===== src/hw/rtl/lfu_pkg.sv =====
// Shared types and constants for the LFU replacement cache.
package lfu_pkg;
	localparam int unsigned CAPACITY_DEFAULT = 16;
	localparam int unsigned KEY_W   = 32;
	localparam int unsigned DATA_W  = 32;
	localparam int unsigned COUNT_W = 16;
	localparam int unsigned STAMP_W = 32;
	localparam int unsigned CAP_W   = 5;
	localparam logic [CAP_W-1:0] CAP_RESET = CAP_W'(16);
	localparam logic [COUNT_W-1:0] COUNT_MAX = '1;

	localparam logic ACT_GET = 1'b0;
	localparam logic ACT_PUT = 1'b1;

	typedef enum logic [1:0] {
		ST_IDLE,
		ST_SCAN,
		ST_WRITE,
		ST_OUT
	} lfu_state_t;

	typedef struct packed {
		logic               action;
		logic [KEY_W-1:0]   key;
		logic [DATA_W-1:0]  value;
	} lfu_req_t;

	typedef struct packed {
		logic               found;
		logic [DATA_W-1:0]  read_value;
		logic               evicted;
	} lfu_rsp_t;

	// one memory word per slot (valid kept in flops)
	typedef struct packed {
		logic [KEY_W-1:0]   key;
		logic [DATA_W-1:0]  data;
		logic [COUNT_W-1:0] count;
		logic [STAMP_W-1:0] stamp;
	} lfu_entry_t;
endpackage


===== src/hw/rtl/lfu_if.sv =====
// Valid/ready channel interfaces for requests and responses.
interface lfu_req_if import lfu_pkg::*; ();
	logic     valid;
	logic     ready;
	lfu_req_t payload;
	modport source (output valid, output payload, input ready);
	modport sink (input valid, input payload, output ready);
endinterface

interface lfu_rsp_if import lfu_pkg::*; ();
	logic     valid;
	logic     ready;
	lfu_rsp_t payload;
	modport source (output valid, output payload, input ready);
	modport sink (input valid, input payload, output ready);
endinterface


===== src/hw/rtl/lfu_replacement_cache.sv =====
// LFU cache with LRU tie break: top level.
// One transaction at a time: a new request is taken only once the previous response
// has been accepted, and each one waits on the serial scan of the single read port of
// the slot memory.
// Reset: all slots invalid, access clock zero, capacity_in_use 16; slot
// memory contents stay undefined, masked by the valid flops.
module lfu_replacement_cache import lfu_pkg::*; #(
	parameter int unsigned CAPACITY = CAPACITY_DEFAULT,
	localparam int unsigned AW = (CAPACITY > 1) ? $clog2(CAPACITY) : 1
) (
	input  logic             clk,
	input  logic             arst_n,
	input  logic             cfg_we,
	input  logic [CAP_W-1:0] cfg_wdata,
	lfu_req_if.sink          req,
	lfu_rsp_if.source        rsp
);
	logic [CAP_W-1:0] capacity_q;
	logic             mem_we;
	logic [AW-1:0]    mem_waddr, mem_raddr;
	lfu_entry_t       mem_wdata, mem_rdata;

	always_ff @(posedge clk or negedge arst_n) begin
		if (!arst_n) begin
			capacity_q <= CAP_RESET;
		end else if (cfg_we) begin
			capacity_q <= cfg_wdata;
		end
	end

	lfu_ctrl #(.DEPTH(CAPACITY)) u_ctrl (
		.clk, .arst_n,
		.capacity_in_use(capacity_q),
		.req, .rsp,
		.mem_we, .mem_waddr, .mem_wdata, .mem_raddr, .mem_rdata
	);

	lfu_slot_mem #(.DEPTH(CAPACITY)) u_mem (
		.clk,
		.we(mem_we), .waddr(mem_waddr), .wdata(mem_wdata),
		.raddr(mem_raddr), .rdata(mem_rdata)
	);
endmodule


===== src/hw/rtl/lfu_slot_mem.sv =====
// Slot memory: one write port, one read port, registered read data.
module lfu_slot_mem import lfu_pkg::*; #(
	parameter int unsigned DEPTH = CAPACITY_DEFAULT,
	localparam int unsigned AW = (DEPTH > 1) ? $clog2(DEPTH) : 1
) (
	input  logic             clk,
	input  logic             we,
	input  logic [AW-1:0]    waddr,
	input  lfu_entry_t       wdata,
	input  logic [AW-1:0]    raddr,
	output lfu_entry_t       rdata
);
	lfu_entry_t mem [DEPTH];

	always_ff @(posedge clk) begin
		if (we) begin
			mem[waddr] <= wdata;
		end
		rdata <= mem[raddr];
	end
endmodule


===== src/hw/rtl/lfu_ctrl.sv =====
// Sequencer: scans all slots for hit, free slot and victim, then writes back.
module lfu_ctrl import lfu_pkg::*; #(
	parameter int unsigned DEPTH = CAPACITY_DEFAULT,
	localparam int unsigned AW = (DEPTH > 1) ? $clog2(DEPTH) : 1,
	localparam int unsigned NW = $clog2(DEPTH + 1)
) (
	input  logic             clk,
	input  logic             arst_n,
	input  logic [CAP_W-1:0] capacity_in_use,
	lfu_req_if.sink          req,
	lfu_rsp_if.source        rsp,
	output logic             mem_we,
	output logic [AW-1:0]    mem_waddr,
	output lfu_entry_t       mem_wdata,
	output logic [AW-1:0]    mem_raddr,
	input  lfu_entry_t       mem_rdata
);
	lfu_state_t state_q, state_d;
	lfu_req_t   req_q;
	logic [DEPTH-1:0] valid_q;
	logic [NW-1:0] rd_idx_q;    // next address to read
	logic [AW-1:0] cmp_idx_q;   // slot whose data arrives this cycle
	logic          cmp_vld_q;
	logic          hit_q, free_q, vic_q;
	logic [AW-1:0] hit_idx_q, free_idx_q, vic_idx_q;
	lfu_entry_t    hit_ent_q;
	logic [COUNT_W-1:0] vic_cnt_q;
	logic [STAMP_W-1:0] vic_stamp_q;
	logic [NW-1:0] occ_q;
	logic [STAMP_W-1:0] clock_q;
	lfu_rsp_t      rsp_q;

	logic [NW:0]   cap_eff;
	logic          scan_done;
	logic          cur_valid, better;
	logic          wr_en, wr_new, wr_evict;
	logic [AW-1:0] wr_idx;
	logic [COUNT_W-1:0] base_cnt;

	assign cap_eff = (32'(capacity_in_use) < DEPTH) ?
		(NW+1)'(capacity_in_use) : (NW+1)'(DEPTH);
	assign scan_done = cmp_vld_q && (32'(cmp_idx_q) == DEPTH - 1);
	assign cur_valid = valid_q[cmp_idx_q];
	assign better = !vic_q || (mem_rdata.count < vic_cnt_q) ||
		(mem_rdata.count == vic_cnt_q && mem_rdata.stamp < vic_stamp_q);

	// decide the write-back once the scan is complete
	always_comb begin
		wr_en    = 1'b0;
		wr_new   = 1'b0;
		wr_evict = 1'b0;
		wr_idx   = hit_idx_q;
		if (req_q.action == ACT_GET) begin
			wr_en = hit_q;
		end else if (cap_eff != '0) begin
			wr_en = 1'b1;
			if (!hit_q) begin
				wr_new = 1'b1;
				if ((NW+1)'(occ_q) >= cap_eff && vic_q) begin
					wr_idx = vic_idx_q;
					wr_evict = 1'b1;
				end else if (free_q) begin
					wr_idx = free_idx_q;
				end else begin
					wr_idx = vic_idx_q;
					wr_evict = 1'b1;
				end
			end
		end
	end

	always_comb begin
		state_d = state_q;
		unique case (state_q)
			ST_IDLE:  if (req.valid) state_d = ST_SCAN;
			ST_SCAN:  if (scan_done) state_d = ST_WRITE;
			ST_WRITE: state_d = ST_OUT;
			ST_OUT:   if (rsp.ready) state_d = ST_IDLE;
			default:  state_d = ST_IDLE;
		endcase
	end

	assign base_cnt = wr_new ? '0 : hit_ent_q.count;

	always_comb begin
		req.ready = (state_q == ST_IDLE);
		rsp.valid = (state_q == ST_OUT);
		rsp.payload = rsp_q;
		mem_raddr = rd_idx_q[AW-1:0];
		mem_we    = (state_q == ST_WRITE) && wr_en;
		mem_waddr = wr_idx;
		mem_wdata.key   = req_q.key;
		mem_wdata.data  = (req_q.action == ACT_PUT) ? req_q.value : hit_ent_q.data;
		mem_wdata.count = (base_cnt == COUNT_MAX) ? base_cnt : base_cnt + 1'b1;
		mem_wdata.stamp = clock_q;
	end

	always_ff @(posedge clk or negedge arst_n) begin
		if (!arst_n) begin
			state_q   <= ST_IDLE;
			valid_q   <= '0;
			clock_q   <= '0;
			rd_idx_q  <= '0;
			cmp_vld_q <= 1'b0;
		end else begin
			state_q <= state_d;
			unique case (state_q)
				ST_IDLE: begin
					rd_idx_q  <= '0;
					cmp_vld_q <= 1'b0;
					if (req.valid) begin
						rd_idx_q <= NW'(1);
						cmp_vld_q <= 1'b1;
					end
				end
				ST_SCAN: begin
					if (rd_idx_q < NW'(DEPTH)) begin
						rd_idx_q <= rd_idx_q + 1'b1;
					end
					if (scan_done) begin
						cmp_vld_q <= 1'b0;
					end
				end
				ST_WRITE: begin
					// point the read port back at slot 0 for the next request
					rd_idx_q <= '0;
					if (wr_en) begin
						clock_q <= clock_q + 1'b1;
						valid_q[wr_idx] <= 1'b1;
					end
				end
				default: ;
			endcase
		end
	end

	// scan datapath
	always_ff @(posedge clk) begin
		if (state_q == ST_IDLE && req.valid) begin
			req_q     <= req.payload;
			cmp_idx_q <= '0;
			hit_q     <= 1'b0;
			free_q    <= 1'b0;
			vic_q     <= 1'b0;
			occ_q     <= '0;
		end else if (state_q == ST_SCAN && cmp_vld_q) begin
			cmp_idx_q <= cmp_idx_q + 1'b1;
			if (!cur_valid) begin
				if (!free_q) begin
					free_q     <= 1'b1;
					free_idx_q <= cmp_idx_q;
				end
			end else begin
				occ_q <= occ_q + 1'b1;
				if (!hit_q && mem_rdata.key == req_q.key) begin
					hit_q     <= 1'b1;
					hit_idx_q <= cmp_idx_q;
					hit_ent_q <= mem_rdata;
				end
				if (better) begin
					vic_q       <= 1'b1;
					vic_idx_q   <= cmp_idx_q;
					vic_cnt_q   <= mem_rdata.count;
					vic_stamp_q <= mem_rdata.stamp;
				end
			end
		end
		if (state_q == ST_WRITE) begin
			rsp_q.found      <= hit_q && (req_q.action == ACT_GET || cap_eff != '0);
			rsp_q.read_value <= (hit_q && req_q.action == ACT_GET) ? hit_ent_q.data : '0;
			rsp_q.evicted    <= wr_evict;
		end
	end
endmodule


===== src/flat_wrapper.sv =====
// flat-port wrapper written by rule: the top's interface ports become plain ports
module lfu_replacement_cache_flat import lfu_pkg::*;
#(
	parameter int unsigned CAPACITY = CAPACITY_DEFAULT,
	localparam int unsigned AW = (CAPACITY > 1) ? $clog2(CAPACITY) : 1
)
  (clk, arst_n, cfg_we, cfg_wdata, req_valid, req_payload, req_ready, rsp_valid, rsp_payload, rsp_ready);
  lfu_req_if req_i ();
  lfu_rsp_if rsp_i ();
  input  logic clk;
  input  logic arst_n;
  input  logic cfg_we;
  input  logic [CAP_W-1:0] cfg_wdata;
  input wire logic [$bits(req_i.valid)-1:0] req_valid;
  input wire logic [$bits(req_i.payload)-1:0] req_payload;
  output wire logic [$bits(req_i.ready)-1:0] req_ready;
  output wire logic [$bits(rsp_i.valid)-1:0] rsp_valid;
  output wire logic [$bits(rsp_i.payload)-1:0] rsp_payload;
  input wire logic [$bits(rsp_i.ready)-1:0] rsp_ready;
  assign req_i.valid = req_valid;
  assign req_i.payload = req_payload;
  assign req_ready = req_i.ready;
  assign rsp_valid = rsp_i.valid;
  assign rsp_payload = rsp_i.payload;
  assign rsp_i.ready = rsp_ready;
  lfu_replacement_cache #(.CAPACITY(CAPACITY)) u_core (.clk(clk), .arst_n(arst_n), .cfg_we(cfg_we), .cfg_wdata(cfg_wdata), .req(req_i), .rsp(rsp_i));
endmodule

===== config.mk =====
export PLATFORM = sky130hd
export DESIGN_NAME = lfu_replacement_cache_flat
export DESIGN_NICKNAME = d
export VERILOG_FILES = /design/src/hw/rtl/lfu_pkg.sv /design/src/hw/rtl/lfu_if.sv /design/src/hw/rtl/lfu_replacement_cache.sv /design/src/hw/rtl/lfu_slot_mem.sv /design/src/hw/rtl/lfu_ctrl.sv /design/src/flat_wrapper.sv
export SDC_FILE = /design/constraint.sdc
export NUM_CORES = 2
export LEC_CHECK = 0
export ABC_CLOCK_PERIOD_IN_PS = 16500
export CAP_MARGIN = 25
export CELL_PAD_IN_SITES_DETAIL_PLACEMENT = 0
export CELL_PAD_IN_SITES_GLOBAL_PLACEMENT = 1
export CORE_MARGIN = 5
export CORE_UTILIZATION = 54
export DETAILED_ROUTE_END_ITERATION = 7
export DONT_BUFFER_PORTS = 1
export PLACE_DENSITY_LB_ADDON = 0.1
export SLEW_MARGIN = 5
export SYNTH_ARGS = -nofsm -noshare
export SYNTH_HDL_FRONTEND = slang
export SYNTH_SLANG_ARGS = --single-unit

===== constraint.sdc =====
create_clock -name clk -period 16.5 [get_ports clk]
set_input_delay 1.65 -clock clk [delete_from_list [all_inputs] [get_ports clk]]
set_output_delay 1.65 -clock clk [all_outputs]
set_load 0.01 [all_outputs]

==> results.md <==
* Status: completed
* Core Area at 150000 sq um
* Post-CTS sizing at 0
* Met2 Usage GRT at 38.0%
* Synth-to-layout area growth at 12.0%
* Unrepaired setup endpoints after global routing: no
* Most Crowded Layer GR: met2
* Max clock buf depth at 3
* Worst VDD drop at 147 uV
* Clk_skew at ~0.043 ns
* CTS sink cnt at 2184
* Power Dens Cells at 148 nW/um^2
* CP endpoint kind: flop
* Gr usage total at between 20% and 30%
* FF/Latch Area at 64000 sq um
* Post-Synthesis Net Count at 3650
* Final setup vio count at 0
* Vias in the first global route at 38100
* GR Util met3 at 3.48%
* Sequential-to-total area share from yosys stat at 78.3%
* Die ar. at between 150000 and 200000 sq um
* Clock slew at the register clock pins of the worst setup and hold paths at 0.06 ns
* Share of layout cells above drive strength 1 at 26.3%
* RR Endpoint: u_core.u_mem.mem[0][7]$_DFFE_PP_
* Final hold vios at 0
* Post-Syn Instances at 3514
* Largest net degree at the start of global routing at 121
* WP data required at 16.91 ns
* Period utilization at 33.4%
* Yosys Warn Count at 0
* Die height at between 300 and 400 um
* Fin. max-slew vios at 0
* Crit path max fanout at 49
* DP HPWL at 90900 um
* CP Data Arrival Time at 5.92 ns
* Inserted Clock Buffers at 212
* Share of synthesized flip-flops with an asynchronous set or reset at under 10%
* Initial antenna violation count at 8
* CP Class: reg -> reg
* Worst hold endpoint: u_core.u_ctrl.hit_ent_q[52]$_DFFE_PP_
* Fill cells at 10300
* Total I/O pin count at 111
* M1 GR Usage at 33.1%
* # Post-CTS Setup Buffers at 0
* Multi-input logic area at 17000 sq um
* Number of H-tree levels at 4
* Total grt overflow at 0
* Post-Route WL at 179000 um
* Final Power at 0.0135 W
* LEAKAGE at 28.3 nW
* Slew HR at around 20%
* Die width at 399 um
* CP max stage cell: buf_4
* Mapped Area at between 80000 and 90000 sq um
* Max-cap violations at 0
* PortBufs at 0
* First-pass GRT wire length at approximately 260000 um
* WHS Path Cells at 0
* Post-synth top flop: edfxtp_1
* Root Driver: clkbuf_16
* Placer Congestion at 0.808
* Crit path largest cell delay at 0.87 ns
* FF+latch count, synth at 2184
* Max Freq at about 0.18 GHz
* Rows at 142
* Mean number of vias per cell at just over 6
* Commonest non-fill, non-tap cells in the layout: 1999 x edfxtp_1, 562 x mux4_2, 214 x clkbuf_16
* Fin Setup TNS at 0 ns
* Cts-stage hold buffer count at 0
* R2R Setup Slk at roughly 11 ns
* Crit-path cells: buf_4, nor2b_1, o21ai_1, buf_4, and2_1, a211oi_2, o21ai_0, nor2_4, buf_4, buf_4
* Drt first-iter violations at 3325
* First drt pass iteration count at 5
* Routed vias at 36200
* Worst Hold Class: reg -> reg
* Worst-skew pair later-pin latency at 0.82 ns
* Worst hold start: u_core.u_mem.rdata[52]$_DFF_P_
* Commonest non-fill, non-tap cell in the layout: edfxtp_1
* Net count, final at 3794
* Worst-Margin Slew at 1.20 ns
* WL per Instance at slightly above 30 um
* # DRC at 0
* Library cells used by synthesis at 65
* R2R Path Start: u_core.u_ctrl.req_q[64]$_DFFE_PP_
* DRT antenna net count at 0
* FF-to-FF path depth at 10
* Most frequent CP cell: buf_4
* Number of synthesized flops with an enable pin at 1999
* Tmin final at about 5.5 ns
* TritonCTS clock tree: done
* Syn Area/Cell at 23.3 sq um
* Crit path launch type: flop
* Starting Density at 54.4%
[through the flow]
step / hold slack [ns] / area [sq um] / worst slack [ns] / util (%) / std cells
2_1_floorplan: 0.386 / 81700 / 8.93 / - / 3514
3_3_place_gp: 0.390 / 84400 / 10.69 / 56.2 / 5443
3_5_place_dp: 0.389 / 84500 / 10.83 / 56.3 / 5449
4_1_cts: 0.402 / 91400 / 10.86 / 60.9 / 5851
5_1_grt: 0.412 / 91500 / 10.74 / 61.0 / 5862
6_report: 0.403 / 91500 / 11.00 / 61.0 / 5863
[synth_stat cells (7+ instances only)]
cell type / number / area share, %
xnor2_1: 28 / 0.30
nor2_1: 47 / 0.22
nand4_1: 26 / 0.20
dfxtp_1: 124 / 3.0
mux4_2: 562 / 15
mux2_2: 37 / 0.51
and2_1: 45 / 0.34
clkbuf_1: 84 / 0.39
nor4_1: 9 / 0.069
dfrtp_1: 60 / 1.8
edfxtp_1: 1999 / 73
and4_1: 11 / 0.12
xor2_1: 52 / 0.56
nand2_1: 50 / 0.23
buf_1: 15 / 0.069
ha_1: 61 / 0.93
nand3_1: 24 / 0.15
nor3_1: 8 / 0.049
inv_1: 65 / 0.30
o211ai_1: 7 / 0.064
buf_2: 44 / 0.27
o21ai_0: 21 / 0.13
o21bai_1: 13 / 0.12
a21oi_1: 23 / 0.14
and3_1: 13 / 0.099
[final cells by class]
cell class	count	share of cell area, %
well taps	2016	2.76
clock inverters	87	1.02
repair buffers	75	0.857
inverters	66	0.282
diodes	1	0.00273
clock buffers	315	6.57
flip-flops and latches	2184	70.0
multi-input cells	1119	18.6
[layer usage]
metal | routed length (um) | share of wire (%)
met2 | 90400 | 50
met3 | 9570 | 5.3
met4 | 3520 | 2.0
met1 | 75900 | 42
met5 | 13 | 0.0072
[kinds of logic (layout without fill, tap and decap cells)]
family | after synthesis | after routing | synth area share, %
flops | 2184 | 2184 | 78.3
mux | 605 | 605 | 16.1
simple gates | 256 | 256 | 1.71
buf+inv | 211 | 543 | 1.05
compound gates | 117 | 117 | 0.978
xor+xnor | 80 | 80 | 0.857
fa+ha+maj | 61 | 61 | 0.934
other cells | 0 | 1 | 0
[flip-flops by register name (all words and copies together) (netlist names), 2 cells and up]
name / cells
u_core.capacity_q: 5
u_core.u_ctrl.rsp.payload: 34
u_core.u_ctrl.hit_ent_q: 48
u_core.u_ctrl.cmp_idx_q: 4
u_core.u_ctrl.occ_q: 5
u_core.u_mem.rdata: 112
u_core.u_ctrl.valid_q: 16
u_core.u_mem.mem: 1792
u_core.u_ctrl.vic_cnt_q: 16
u_core.u_ctrl.vic_idx_q: 4
u_core.u_ctrl.free_idx_q: 4
u_core.u_ctrl.clock_q: 32
u_core.u_ctrl.state_q: 2
u_core.u_ctrl.req_q: 33
u_core.u_ctrl.mem_wdata: 32
u_core.u_ctrl.vic_stamp_q: 32
u_core.u_ctrl.hit_idx_q: 4
u_core.u_ctrl.rd_idx_q: 5
[critical path, delay by kind of cell, from the launching register on]
| family | cells | cell delay, ns |
|---|---|---|
| DFF | 1 | 0.32 |
| and+or+nand+nor | 3 | 1.37 |
| AOI/OAI and AO/OA | 3 | 0.90 |
| buffers and inverters | 4 | 2.46 |
[report_power, final]
part | total, W | switching [W] | internal, W
clock | 0.00476 | 0.00200 | 0.00276
sequential | 0.00681 | 0.000287 | 0.00652
combinational | 0.00195 | 0.000972 | 0.000974
[worst max path at each step]
stage	startpoint	to	slack [ns]	cells after the start
5_1_grt	u_core.u_ctrl.rd_idx_q[0]$_DFFE_PN0P_	u_core.u_mem.rdata[92]$_DFF_P_	10.74	7
4_1_cts	u_core.u_ctrl.rd_idx_q[0]$_DFFE_PN0P_	u_core.u_mem.rdata[93]$_DFF_P_	10.86	6
2_1_floorplan	req_valid	u_core.u_ctrl.hit_ent_q[32]$_DFFE_PP_	8.93	3
3_5_place_dp	u_core.u_ctrl.rd_idx_q[0]$_DFFE_PN0P_	u_core.u_mem.rdata[84]$_DFF_P_	10.83	6
3_3_place_gp	u_core.capacity_q[4]$_DFFE_PN1P_	u_core.u_mem.mem[14][28]$_DFFE_PP_	10.69	11
6_report	u_core.u_ctrl.req_q[64]$_DFFE_PP_	u_core.u_mem.mem[0][7]$_DFFE_PP_	11.00	10
(Power assumes the default switching activity.)
